===== config.mk =====
export PLATFORM = sky130hd
export DESIGN_NAME = stsd_ctrl
export DESIGN_NICKNAME = d
export VERILOG_FILES = /design/src/hw/rtl/stsd_pkg.sv /design/src/hw/rtl/stsd_ctrl.sv
export SDC_FILE = /design/constraint.sdc
export NUM_CORES = 1
export LEC_CHECK = 0
export BUFFER_PORTS_ARGS = -buffer_cell sky130_fd_sc_hd__clkbuf_2
export CAP_MARGIN = 20
export CELL_PAD_IN_SITES_DETAIL_PLACEMENT = 1
export CELL_PAD_IN_SITES_GLOBAL_PLACEMENT = 2
export CORE_MARGIN = 1.5
export CORE_UTILIZATION = 23
export CTS_BUF_LIST = sky130_fd_sc_hd__clkbuf_8 sky130_fd_sc_hd__clkbuf_16
export CTS_CLUSTER_SIZE = 28
export DETAILED_ROUTE_END_ITERATION = 6
export PLACE_DENSITY_LB_ADDON = 0.1
export SLEW_MARGIN = 30
export SYNTH_ARGS = -nofsm -noshare
export SYNTH_HDL_FRONTEND = slang
export SYNTH_SLANG_ARGS = --single-unit
export TNS_END_PERCENT = 30

===== constraint.sdc =====
create_clock -name clock -period 3.24 [get_ports clock]
set_input_delay 0.162 -clock clock [delete_from_list [all_inputs] [get_ports clock]]
set_output_delay 0.162 -clock clock [all_outputs]
set_load 0.01 [all_outputs]

===== src/hw/rtl/stsd_pkg.sv =====
`timescale 1ns / 1ps
// ----------------------------------------------------------------------------
// stsd_pkg
// Field widths, operation and status codes, and the command and status
// bundles that join the sorted table controller to its datapath.
// ----------------------------------------------------------------------------
package stsd_pkg;

   localparam int CMD_W    = 2;
   localparam int KEY_W    = 32;
   localparam int STATUS_W = 2;
   localparam int INDEX_W  = 6;
   localparam int COUNT_W  = 7;

   localparam logic [CMD_W-1:0] CMD_APPEND = 2'd0;
   localparam logic [CMD_W-1:0] CMD_SEARCH = 2'd1;
   localparam logic [CMD_W-1:0] CMD_DELETE = 2'd2;

   localparam logic [STATUS_W-1:0] ST_OK        = 2'd0;
   localparam logic [STATUS_W-1:0] ST_NOT_FOUND = 2'd1;
   localparam logic [STATUS_W-1:0] ST_FULL      = 2'd2;
   localparam logic [STATUS_W-1:0] ST_ORDER     = 2'd3;

   // Address source for the table read port.
   typedef enum logic [1:0] {
      RD_ZERO,
      RD_NEXT,
      RD_NEXT2,
      RD_TAIL
   } rd_sel_type;

   // Source of the reported index.
   typedef enum logic [1:0] {
      RIDX_ZERO,
      RIDX_PTR,
      RIDX_COUNT
   } res_idx_type;

   typedef struct packed {
      logic                accept;
      logic                ptr_inc;
      rd_sel_type          rd_sel;
      logic                wr_tail;
      logic                wr_shift;
      logic                cnt_inc;
      logic                cnt_dec;
      logic                res_load;
      logic [STATUS_W-1:0] res_status;
      logic                res_hit;
      res_idx_type         res_idx;
      logic                out_load;
   } dp_cmd_type;

   typedef struct packed {
      logic cnt_zero;
      logic cnt_full;
      logic key_gt;
      logic key_eq;
      logic next_lt_cnt;
      logic next2_lt_cnt;
      logic out_free;
   } dp_stat_type;

endpackage


===== src/hw/rtl/stsd_ctrl.sv =====
`timescale 1ns / 1ps
// ----------------------------------------------------------------------------
// stsd_ctrl
// Sequencer for append, search and delete; drives the datapath by commands.
// ----------------------------------------------------------------------------
module stsd_ctrl import stsd_pkg::*; (
   input  logic             clock,
   input  logic             reset,
   input  logic             req_valid,
   input  logic [CMD_W-1:0] req_cmd,
   output logic             req_ready,
   input  dp_stat_type      stat,
   output dp_cmd_type       dcmd
);

   localparam logic [2:0] S_IDLE  = 3'd0;
   localparam logic [2:0] S_TAIL  = 3'd1;
   localparam logic [2:0] S_SCAN  = 3'd2;
   localparam logic [2:0] S_SHIFT = 3'd3;
   localparam logic [2:0] S_DONE  = 3'd4;

   logic [2:0] state_ff, state_in;
   logic       del_ff, del_in;

   assign req_ready = (state_ff == S_IDLE);

   always_comb begin
      state_in = state_ff;
      del_in   = del_ff;
      dcmd     = '0;
      unique case (state_ff)
         S_IDLE: begin
            if (req_valid) begin
               dcmd.accept = 1'b1;
               del_in      = (req_cmd == CMD_DELETE);
               if (req_cmd == CMD_APPEND) begin
                  if (stat.cnt_full) begin
                     dcmd.res_load   = 1'b1;
                     dcmd.res_status = ST_FULL;
                     state_in        = S_DONE;
                  end else begin
                     dcmd.rd_sel = RD_TAIL;
                     state_in    = S_TAIL;
                  end
               end else if (req_cmd == CMD_SEARCH || req_cmd == CMD_DELETE) begin
                  if (stat.cnt_zero) begin
                     dcmd.res_load   = 1'b1;
                     dcmd.res_status = ST_NOT_FOUND;
                     state_in        = S_DONE;
                  end else begin
                     dcmd.rd_sel = RD_ZERO;
                     state_in    = S_SCAN;
                  end
               end else begin
                  dcmd.res_load   = 1'b1;
                  dcmd.res_status = ST_OK;
                  state_in        = S_DONE;
               end
            end
         end
         S_TAIL: begin
            dcmd.res_load = 1'b1;
            if (!stat.cnt_zero && !stat.key_gt && !stat.key_eq) begin
               dcmd.res_status = ST_ORDER;
            end else begin
               dcmd.wr_tail    = 1'b1;
               dcmd.cnt_inc    = 1'b1;
               dcmd.res_status = ST_OK;
               dcmd.res_idx    = RIDX_COUNT;
            end
            state_in = S_DONE;
         end
         S_SCAN: begin
            dcmd.rd_sel = RD_NEXT;
            if (stat.key_gt) begin
               if (stat.next_lt_cnt) begin
                  dcmd.ptr_inc = 1'b1;
               end else begin
                  dcmd.res_load   = 1'b1;
                  dcmd.res_status = ST_NOT_FOUND;
                  state_in        = S_DONE;
               end
            end else if (stat.key_eq) begin
               dcmd.res_load   = 1'b1;
               dcmd.res_status = ST_OK;
               dcmd.res_hit    = 1'b1;
               dcmd.res_idx    = RIDX_PTR;
               if (del_ff && stat.next_lt_cnt) begin
                  state_in = S_SHIFT;
               end else begin
                  dcmd.cnt_dec = del_ff;
                  state_in     = S_DONE;
               end
            end else begin
               dcmd.res_load   = 1'b1;
               dcmd.res_status = ST_NOT_FOUND;
               state_in        = S_DONE;
            end
         end
         S_SHIFT: begin
            dcmd.wr_shift = 1'b1;
            dcmd.ptr_inc  = 1'b1;
            dcmd.rd_sel   = RD_NEXT2;
            if (!stat.next2_lt_cnt) begin
               dcmd.cnt_dec = 1'b1;
               state_in     = S_DONE;
            end
         end
         S_DONE: begin
            if (stat.out_free) begin
               dcmd.out_load = 1'b1;
               state_in      = S_IDLE;
            end
         end
         default: begin
            state_in = S_IDLE;
         end
      endcase
   end

   always_ff @(posedge clock) begin
      if (reset) begin
         state_ff <= S_IDLE;
         del_ff   <= 1'b0;
      end else begin
         state_ff <= state_in;
         del_ff   <= del_in;
      end
   end

endmodule


==> flow_metrics.py <==
metrics = {
    "global_route": {
        "grt_pass1_wl_um": 2753,
        "grt_pass1_vias": 643,
        "global_route.overflow_total": 0,
        "grt_antenna_before_repair": 0,
        "global_route_total_usage_across_every_layer": 0.1419,
        "maximum_number_of_pins_on_one_net_before_global_route_repair": 17,
    },
    "critical_path": {
        "worst-endpoint-arrival_ns": 1.81,
        "rr_endpoint": "state_ff[2]",
        "r2r-start": "state_ff[1]",
        "path_class": "flip-flop to primary output",
        "critical_path_fanout_max": 16,
        "endpoint_class_of_the_critical_path": "primary output",
        "worst-r2r-setup-slack_ns": 1.75,
        "timing.critical_path.from_type": "flip-flop",
        "worst-r2r-cell-count": 4,
        "timing.critical_path.required_ns": 3.08,
    },
    "drt": {
        "detail-route-antenna-nets": 0,
        "total_vias_in_the_final_route": 644,
        "avgViaCountPerCell": 4.916,
        "detailedRoute.firstPassIterationCount": 4,
        "dr.first_iter.drc_count": 3,
        "drc": 0,
        "wire_length_reported_by_the_detailed_router_um": 1697,
        "wl_per_cell_um": 12.95,
    },
    "timing": {
        "setup_viol_count_final": 0,
        "fin_worst_skew_ns": 0.002807,
        "totalNegativeSetupSlack_ns": 0,
        "max_freq_mhz": 506.6,
        "worst_slew_pin_slew_ns": 0.4985,
        "timing.final.max_slew_violations": 0,
        "final_worst_path_period_share": 0.6092,
        "finalHoldWorstSlack_ns": 0.1840,
        "timing_hold_violations_final": 0,
        "final_period_minus_worst_setup_slack_ns": 1.974,
        "rsz0062_at_grt": "false",
        "worst_slew_margin_rel": 0.6672,
    },
    "layout": {
        "diodes": 0,
        "syn_to_final_growth_pct": 35.87,
        "share_of_cells_above_drive_strength_1": 0.3689,
        "fin_nets": 120,
        "stdcell_count": 131,
    },
    "clock_network": {
        "cts.repair_timing.setup_buffer_count": 0,
        "post_cts.resized_instances": 0,
        "tritoncts.num_buffers": 3,
        "root_buffer_master": "clkbuf_8",
        "cts_max_level": 1,
        "worst_skew_pair.late_latency_ns": 0.22,
        "cts_tree": "done",
        "ctsHoldBuffers": 0,
        "cts_sinks": 4,
        "clk_transition_reported_paths_ns": 0.03,
        "cts.path.max_buffers": 2,
    },
    "placement": {
        "place.port_buffers": 27,
        "hpwlAfterDp_um": 1385,
        "routabilityCongestion": 0.7074,
        "dp.cells": 128,
    },
    "worst_hold_path": {
        "hold_start": "reset",
        "hold_path_depth": 2,
        "holdPathEnd": "state_ff[2]",
        "hold_path.class": "input port to flip-flop",
    },
    "yosys": {
        "synth_top_cell_area_share": 0.1520,
        "synth.lib_cells_used.distinct": 32,
        "netlist_instances": 77,
        "number_of_register_bits_inferred_by_synthesis": 4,
        "synth.top_cells.by_area": "dfxtp_1 15%, ha_1 7.1%, nand2_1 7.1%",
        "synth_fp_nets": 92,
        "synth.largest_area_cell": "dfxtp_1",
        "synth_area_um2": 526.8,
        "most_common_cell_in_the_netlist": "nand2_1",
        "synth_flop_cell": "dfxtp_1",
        "most_common_library_cells_after_synthesis": "10 x nand2_1, 9 x nor2_1, 6 x a21oi_1, 5 x nand3b_1",
        "synth-edff-count": 0,
        "synth.avg_cell_area_um2": 6.841,
        "synth.yosys.seq_area_share": 0.1520,
        "yosys_warning_count": 0,
        "ys_async_sr_fraction": 0,
    },
    "run": {
        "drv_cap": 0,
    },
    "floorplan": {
        "fp.dieArea_mm2": 0.002586,
        "initial_core_utilization": 0.2404,
        "chipHeight_um": 50.86,
        "design.core.area_mm2": 0.002191,
        "row_count": 17,
        "die_width_um": 50.86,
        "boundaryPins": 28,
    },
    "pwr": {
        "cellPowerDensity_mw_per_mm2": 320.7,
        "cell_leakage_power_uw": 0.0003281,
        "ir_worst_vdd_v": 0.0002105,
    },
    "status": {
        "run_status": "finished clean",
    },
}
## cells by family (layout without fill, tap and decap cells)
group | after synthesis | count (layout) | share of synthesized area
AOI/OAI and AO/OA | 17 | 17 | 0.2328
adders and majority gates | 3 | 3 | 0.07127
buffers and inverters | 9 | 35 | 0.07837
DFF | 4 | 4 | 0.1520
muxes | 1 | 1 | 0.01900
and+or+nand+nor | 43 | 43 | 0.4466
## report_power, final
group | internal (uW) | switching [uW] | leakage, uW
Sequential | 52.2 | 5.43 | 0.0000326
Combinational | 29.2 | 36.8 | 0.000274
Clock | 79.3 | 26.7 | 0.0000216
## worst max path at each step
| stage | start | to |
|---|---|---|
| finish | state_ff[1] | dcmd[4] |
| global route | state_ff[1] | dcmd[4] |
| CTS | state_ff[1] | dcmd[4] |
| detailed placement | state_ff[1] | dcmd[4] |
| global placement | state_ff[1] | dcmd[4] |
| floorplan | state_ff[2] | dcmd[4] |
## per-layer routing
layer / wire length [um] / GRT usage / vias to the layer above
met3: 51 / 0.01754 / 0
li1: - / - / 325
met5: 0 / 0 / -
met4: 0 / 0.05405 / 0
met1: 869 / 0.1789 / 305
met2: 777 / 0.2456 / 14
## stage by stage
stage               power [uW]  setup WS [ns]  utilization  cell area, um2
floorplan                98.52          1.768            -           526.8
global placement         125.2          1.517       0.3078           674.4
detailed placement       124.9          1.494       0.3078           674.4
CTS                      234.0          1.254       0.3267           715.7
global route             244.9          1.150       0.3267           715.7
finish                   229.5          1.266       0.3267           715.7
## state kept, by name (all words and copies together) (netlist names)
name	count
del_ff	1
state_ff	3
## cell type report
cell class	instances	area [um2]
fill	298	1475
multi-input combinational	64	405.4
timing repair buffer	27	135.1
sequential	4	80.08
clock buffer	3	41.29
tap	28	35.03
inverter	5	18.77
## placed cells by master (no fill, tap or decap)
master,count
a21oi_1,6
a21oi_2,1
a311oi_2,1
a31oi_1,1
a32o_1,1
and2b_1,1
clkbuf_2,27
clkbuf_8,3
dfxtp_1,4
ha_1,3
inv_1,4
inv_2,1
mux2i_1,1
nand2_1,10
nand2b_1,3
nand3_1,1
nand3b_1,5
nand4b_1,1
nor2_1,9
nor2_4,1
nor2b_1,1
nor3_1,4
nor3b_1,1
o21ai_0,3
o221a_2,1
o311ai_0,1
o32ai_1,1
o41ai_1,1
or2_2,2
or3_1,2
or3b_2,1
or4_1,1
## worst max-delay path, stage by stage, from the launching register on
cell	delay (ns)
dfxtp_1	0.62
nor2b_1	0.24
a21oi_1	0.05
or4_1	0.40
o311ai_0	0.10
clkbuf_2	0.19
Note: power is estimated with default switching activity, not from simulation.
