--- config.mk ---
export PLATFORM = sky130hd
export DESIGN_NAME = stsd_dp
export DESIGN_NICKNAME = d
export VERILOG_FILES = /design/src/hw/rtl/stsd_pkg.sv /design/src/hw/rtl/stsd_dp.sv
export SDC_FILE = /design/constraint.sdc
export NUM_CORES = 2
export LEC_CHECK = 0
export BUFFER_PORTS_ARGS = -buffer_cell sky130_fd_sc_hd__buf_4
export CAP_MARGIN = 20
export CELL_PAD_IN_SITES_DETAIL_PLACEMENT = 1
export CELL_PAD_IN_SITES_GLOBAL_PLACEMENT = 1
export CORE_MARGIN = 5
export CORE_UTILIZATION = 30
export CTS_BUF_LIST = sky130_fd_sc_hd__clkbuf_16
export CTS_CLUSTER_DIAMETER = 50
export DETAILED_ROUTE_END_ITERATION = 8
export GPL_ROUTABILITY_DRIVEN = 0
export PLACE_DENSITY = 0.54
export SLEW_MARGIN = 40
export SYNTH_ARGS = -nofsm -noshare
export SYNTH_HDL_FRONTEND = slang
export SYNTH_SLANG_ARGS = --single-unit
--- constraint.sdc ---
create_clock -name clock -period 4.7 [get_ports clock]
set_input_delay 0.235 -clock clock [delete_from_list [all_inputs] [get_ports clock]]
set_output_delay 0.235 -clock clock [all_outputs]
set_load 0.01 [all_outputs]
--- src/hw/rtl/stsd_pkg.sv ---
`timescale 1ns / 1ps
// ----------------------------------------------------------------------------
// stsd_pkg
// Field widths, operation and status codes, and the command and status
// bundles that join the sorted table controller to its datapath.
// ----------------------------------------------------------------------------
package stsd_pkg;

   localparam int CMD_W    = 2;
   localparam int KEY_W    = 32;
   localparam int STATUS_W = 2;
   localparam int INDEX_W  = 6;
   localparam int COUNT_W  = 7;

   localparam logic [CMD_W-1:0] CMD_APPEND = 2'd0;
   localparam logic [CMD_W-1:0] CMD_SEARCH = 2'd1;
   localparam logic [CMD_W-1:0] CMD_DELETE = 2'd2;

   localparam logic [STATUS_W-1:0] ST_OK        = 2'd0;
   localparam logic [STATUS_W-1:0] ST_NOT_FOUND = 2'd1;
   localparam logic [STATUS_W-1:0] ST_FULL      = 2'd2;
   localparam logic [STATUS_W-1:0] ST_ORDER     = 2'd3;

   // Address source for the table read port.
   typedef enum logic [1:0] {
      RD_ZERO,
      RD_NEXT,
      RD_NEXT2,
      RD_TAIL
   } rd_sel_type;

   // Source of the reported index.
   typedef enum logic [1:0] {
      RIDX_ZERO,
      RIDX_PTR,
      RIDX_COUNT
   } res_idx_type;

   typedef struct packed {
      logic                accept;
      logic                ptr_inc;
      rd_sel_type          rd_sel;
      logic                wr_tail;
      logic                wr_shift;
      logic                cnt_inc;
      logic                cnt_dec;
      logic                res_load;
      logic [STATUS_W-1:0] res_status;
      logic                res_hit;
      res_idx_type         res_idx;
      logic                out_load;
   } dp_cmd_type;

   typedef struct packed {
      logic cnt_zero;
      logic cnt_full;
      logic key_gt;
      logic key_eq;
      logic next_lt_cnt;
      logic next2_lt_cnt;
      logic out_free;
   } dp_stat_type;

endpackage

--- src/hw/rtl/stsd_dp.sv ---
`timescale 1ns / 1ps
// ----------------------------------------------------------------------------
// stsd_dp
// Table memory, entry count, scan pointer, key compare and result registers.
// ----------------------------------------------------------------------------
module stsd_dp import stsd_pkg::*; #(
   parameter int DEPTH      = 64,
   parameter int VALUE_BITS = 32
) (
   input  logic                    clock,
   input  logic                    reset,
   input  logic signed [KEY_W-1:0] req_key_value,
   input  dp_cmd_type              dcmd,
   output dp_stat_type             stat,
   input  logic                    rsp_ready,
   output logic                    rsp_valid,
   output logic [STATUS_W-1:0]     rsp_status,
   output logic                    rsp_hit,
   output logic [INDEX_W-1:0]      rsp_hit_index,
   output logic [COUNT_W-1:0]      rsp_entry_count
);

   localparam int IDX_W = (DEPTH > 1) ? $clog2(DEPTH) : 1;
   localparam int CNT_W = $clog2(DEPTH + 1);
   localparam int POS_W = CNT_W + 1;
   localparam logic [VALUE_BITS-1:0] SIGN_BIT = {1'b1, {(VALUE_BITS-1){1'b0}}};

   logic [VALUE_BITS-1:0] entries_ff [DEPTH];
   logic [VALUE_BITS-1:0] rd_data_ff;
   logic [VALUE_BITS-1:0] key_ff;
   logic [VALUE_BITS-1:0] key_in;
   logic [IDX_W-1:0]      ptr_ff, ptr_in;
   logic [CNT_W-1:0]      count_ff, count_in;
   logic [IDX_W-1:0]      rd_addr, wr_addr;
   logic [VALUE_BITS-1:0] wr_data;
   logic                  wr_en;
   logic [POS_W-1:0]      ptr_ext, cnt_ext, next_pos, next2_pos, tail_pos;

   logic [STATUS_W-1:0]   res_status_ff;
   logic                  res_hit_ff;
   logic [INDEX_W-1:0]    res_index_ff, res_index_in;
   logic                  out_valid_ff, out_valid_in;

   // Flipping the sign bit makes unsigned order match signed order.
   assign key_in = VALUE_BITS'($unsigned(req_key_value)) ^ SIGN_BIT;

   assign ptr_ext   = POS_W'(ptr_ff);
   assign cnt_ext   = POS_W'(count_ff);
   assign next_pos  = ptr_ext + POS_W'(1);
   assign next2_pos = ptr_ext + POS_W'(2);
   assign tail_pos  = cnt_ext - POS_W'(1);

   always_comb begin
      unique case (dcmd.rd_sel)
         RD_ZERO:  rd_addr = '0;
         RD_NEXT:  rd_addr = next_pos[IDX_W-1:0];
         RD_NEXT2: rd_addr = next2_pos[IDX_W-1:0];
         RD_TAIL:  rd_addr = tail_pos[IDX_W-1:0];
      endcase
   end

   assign wr_en   = dcmd.wr_tail | dcmd.wr_shift;
   assign wr_addr = dcmd.wr_tail ? count_ff[IDX_W-1:0] : ptr_ff;
   assign wr_data = dcmd.wr_tail ? key_ff : rd_data_ff;

   always_ff @(posedge clock) begin
      if (wr_en) begin
         entries_ff[wr_addr] <= wr_data;
      end
      rd_data_ff <= entries_ff[rd_addr];
   end

   always_comb begin
      ptr_in = ptr_ff;
      if (dcmd.accept) begin
         ptr_in = '0;
      end else if (dcmd.ptr_inc) begin
         ptr_in = ptr_ff + IDX_W'(1);
      end
   end

   always_comb begin
      count_in = count_ff;
      if (dcmd.cnt_inc) begin
         count_in = count_ff + CNT_W'(1);
      end else if (dcmd.cnt_dec) begin
         count_in = count_ff - CNT_W'(1);
      end
   end

   always_comb begin
      unique case (dcmd.res_idx)
         RIDX_PTR:   res_index_in = INDEX_W'(ptr_ff);
         RIDX_COUNT: res_index_in = INDEX_W'(count_ff);
         default:    res_index_in = '0;
      endcase
   end

   always_comb begin
      out_valid_in = out_valid_ff;
      if (dcmd.out_load) begin
         out_valid_in = 1'b1;
      end else if (rsp_ready) begin
         out_valid_in = 1'b0;
      end
   end

   always_ff @(posedge clock) begin
      if (reset) begin
         count_ff     <= '0;
         out_valid_ff <= 1'b0;
      end else begin
         count_ff     <= count_in;
         out_valid_ff <= out_valid_in;
      end
   end

   always_ff @(posedge clock) begin
      ptr_ff <= ptr_in;
      if (dcmd.accept) begin
         key_ff <= key_in;
      end
      if (dcmd.res_load) begin
         res_status_ff <= dcmd.res_status;
         res_hit_ff    <= dcmd.res_hit;
         res_index_ff  <= res_index_in;
      end
      if (dcmd.out_load) begin
         rsp_status      <= res_status_ff;
         rsp_hit         <= res_hit_ff;
         rsp_hit_index   <= res_index_ff;
         rsp_entry_count <= COUNT_W'(count_ff);
      end
   end

   assign rsp_valid = out_valid_ff;

   assign stat.cnt_zero     = (count_ff == '0);
   assign stat.cnt_full     = (cnt_ext == POS_W'(DEPTH));
   assign stat.key_gt       = (key_ff > rd_data_ff);
   assign stat.key_eq       = (key_ff == rd_data_ff);
   assign stat.next_lt_cnt  = (next_pos < cnt_ext);
   assign stat.next2_lt_cnt = (next2_pos < cnt_ext);
   assign stat.out_free     = !out_valid_ff || rsp_ready;

endmodule

==> flow_summary_export.csv <==
group,metric,value,unit
status,outcome,"finished clean",
logic_synthesis,count_of_flip_flops_with_a_built_in_enable_after_synthesis,2105,
clocking,cts-root-buf,"clkbuf_16",
flow_run,maxCapViolations,0,
drt,drcViolationCount,0,
clocking,cts_buffer_depth,4,
place,detailed_place_hpwl,172,mm
setup_path,path_max_fanout,82,
logic_synthesis,postSynth.topFlopCell,"edfxtp_1",
global_route,grt_util_all_layers,0.192,
floorplanning,dieArea,0.296,mm^2
clocking,clock_insertion_delay_worst_skew,0.91,ns
logic_synthesis,postSynthNetCount,6586,
setup_path,setup.reg_to_reg.worst_slack,0.51,ns
sta,hold-worst-slack,0.0632,ns
clocking,cts_setup_buffers,0,
power_and_ir_drop,total_leakage_power,35.2,nW
sta,max_freq,239,MHz
drt,detail_route.vias_per_cell,5.19,
clocking,cts_made_buffers,248,
layout,finalNetCount,6929,
sta,setup_viol,0,
drt,routed_wl,291,mm
layout,layout_common_cells,"2105 x edfxtp_1, 1934 x nand2_1, 721 x nand3_1, 352 x buf_4, 250 x clkbuf_16",
floorplanning,die_h,544,um
setup_path,timing.rr.start,"ptr_ff[0]",
logic_synthesis,synthDistinctLibCells,63,
layout,finalInstanceArea,0.102,mm^2
sta,final.setup.worst_slack,0.510,ns
floorplanning,boundaryPins,74,
clocking,numClockSinks,2151,
layout,layout-drive-gt1-share,0.134,
place,pre_cts_setup_slack,0.491,ns
floorplanning,horizontal_die_dimension,544,um
clocking,post_cts_resized,0,
sta,max_slew_margin,0.362,
power_and_ir_drop,vdd_ir_drop_max,0.000305,V
global_route,globalRoute.totalOverflow,0,
drt,antenna_violating_nets_post_route,0,
global_route,antenna_violations_before_repair,28,
floorplanning,placement_rows,196,
logic_synthesis,async_flop_share,0,
layout,final_core_utilization,0.360,
setup_path,crit_start,"ptr_ff[0]",
setup_path,critical_path_required,5.53,ns
logic_synthesis,syn_avg_cell_area,13.2,um^2
sta,grt_setup_unrepaired,"no",
setup_path,timing_worst_setup_path_type,"reg2reg",
power_and_ir_drop,power-per-cell-area,493,mW/mm^2
setup_path,critPathCaptureType,"register",
global_route,grt_max_degree,83,
drt,detailedRoute.firstPassIterationCount,5,
place,placement.cell_area,0.0938,mm^2
logic_synthesis,post_syn_instances,6480,
setup_path,worstPathArrival,5.02,ns
drt,overall_via_count_from_detail_route,56000,
clocking,tritoncts,"built",
sta,post-route-period-util,0.892,
logic_synthesis,yosysSeqAreaShare,0.750,
sta,timing.final.max_slew_violations,0,
place,placement.io_buffers,73,
floorplanning,floorplan.initialDensity,0.301,
logic_synthesis,syn-cell-area,0.0855,mm^2
clocking,cts-hold-fix-buffers,67,
logic_synthesis,yosysWarningCount,0,
setup_path,worst_setup_path_start_kind,"register",
clocking,ctsHtreeMaxLevel,4,
clocking,clk_transition_reported_paths,0.06,ns
logic_synthesis,synth_seq_cells,2151,
min_path,worstHoldStart,"req_key_value[9]",
layout,layout.cells.most_common,"edfxtp_1",
drt,wl_per_cell,27.0,um
global_route,grt_pass1_vias,56600,
min_path,hold_class,"in2reg",
sta,final.setup.tns,0,ns
global_route,grt_first_pass_wirelength,417,mm
drt,drt_iter0_markers,5056,
sta,tightestPinTransition,0.957,ns
sta,period_minus_slack,4.19,ns
floorplanning,core,0.284,mm^2
sta,fin_skew,0.0621,ns
layout,flow.area_growth_from_synthesis,19.8,%
sta,report.final.hold_viol_count,0,
-- sequential cells by signal, summed over array words and instances, names as in the netlist --
name,count
rsp_entry_count,7
rsp_hit_index,6
rd_data_ff,32
res_hit_ff,1
rsp_hit,1
ptr_ff,6
count_ff,7
res_status_ff,2
key_ff,32
res_index_ff,6
entries_ff,2048
rsp_valid,1
rsp_status,2
-- synthesized netlist by cell type, drive strengths merged (10+ instances only) --
cell	count	share of area
nand4	13	0.00095
a211oi	43	0.0038
a41o	11	0.0013
xnor2	10	0.0010
mux2i	56	0.0066
mux4	11	0.0029
a21oi	33	0.0019
a32o	21	0.0025
xor2	11	0.0011
ha	55	0.0080
and4	10	0.0010
a21o	20	0.0018
a32oi	58	0.0059
a221oi	34	0.0035
clkbuf	238	0.010
o221ai	30	0.0031
buf	188	0.010
inv	67	0.0029
a31oi	225	0.016
nand2	1939	0.085
and3	149	0.011
edfxtp	2105	0.74
a311oi	80	0.0082
nand2b	12	0.00088
dfxtp	46	0.011
o21ai	75	0.0044
nand3	722	0.042
nor2	127	0.0056
nor3	27	0.0016
-- logic make-up after synthesis --
family | Yosys count | share of synthesized area
XOR/XNOR | 21 | 0.00215
adder cells (fa/ha/maj) | 56 | 0.00828
AND/OR/NAND/NOR | 3023 | 0.150
buffers and inverters | 493 | 0.0236
multiplexers | 70 | 0.00984
AO/OA/AOI/OAI | 666 | 0.0561
flip-flops | 2151 | 0.750
-- power by group --
group          total, mW  switching, mW  internal, mW
Clock               18.7           7.95          10.7
Combinational       8.88           6.50          2.38
Sequential          22.9          0.228          22.7
Total               50.5           14.7          35.8
-- final timing paths --
check / to / cells after the start
worst min-delay path: key_ff[9] / 2
worst max register to register: rd_data_ff[16] / 10
worst min register to register: rsp_hit_index[1] / 0
worst max-delay path: rd_data_ff[16] / 10
-- per-stage QoR --
stage / instances / total power, mW
after floorplan: 6480 / 27.5
after global placement: 10200 / 31.9
after detailed placement: 10300 / 32.2
after CTS: 10800 / 51.0
after global routing: 10800 / 52.4
final: 10800 / 50.5
-- area by class of cell --
| cell class | instances | area [um^2] |
|---|---|---|
| Timing Repair Buffer | 519 | 5120 |
| Multi-Input combinational cell | 3836 | 20400 |
| Antenna cell | 13 | 32.5 |
| Sequential cell | 2151 | 64100 |
| Tap cell | 3762 | 4710 |
| Inverter | 67 | 251 |
| Clock inverter | 203 | 1590 |
| Clock buffer | 249 | 6230 |
| Fill cell | 29800 | 182000 |
-- worst max-delay path: stages (launching register included) --
cell and delay (ns):
dfxtp_1 0.60, mux2_2 0.51, a21o_4 0.68, buf_4 0.33
buf_12 0.36, nand2_1 0.11, and3_1 0.17, a311oi_1 0.21
a31oi_1 0.09, o221ai_1 0.66, and3_1 0.27
-- metal layers --
layer	track usage	vias to the layer above	wire, um
met3	0.0235	373	15000
li1	-	24600	-
met1	0.268	29500	130000
met2	0.316	1502	138000
met4	0.0532	4	8190
met5	0	-	17
(Power assumes the default switching activity.)
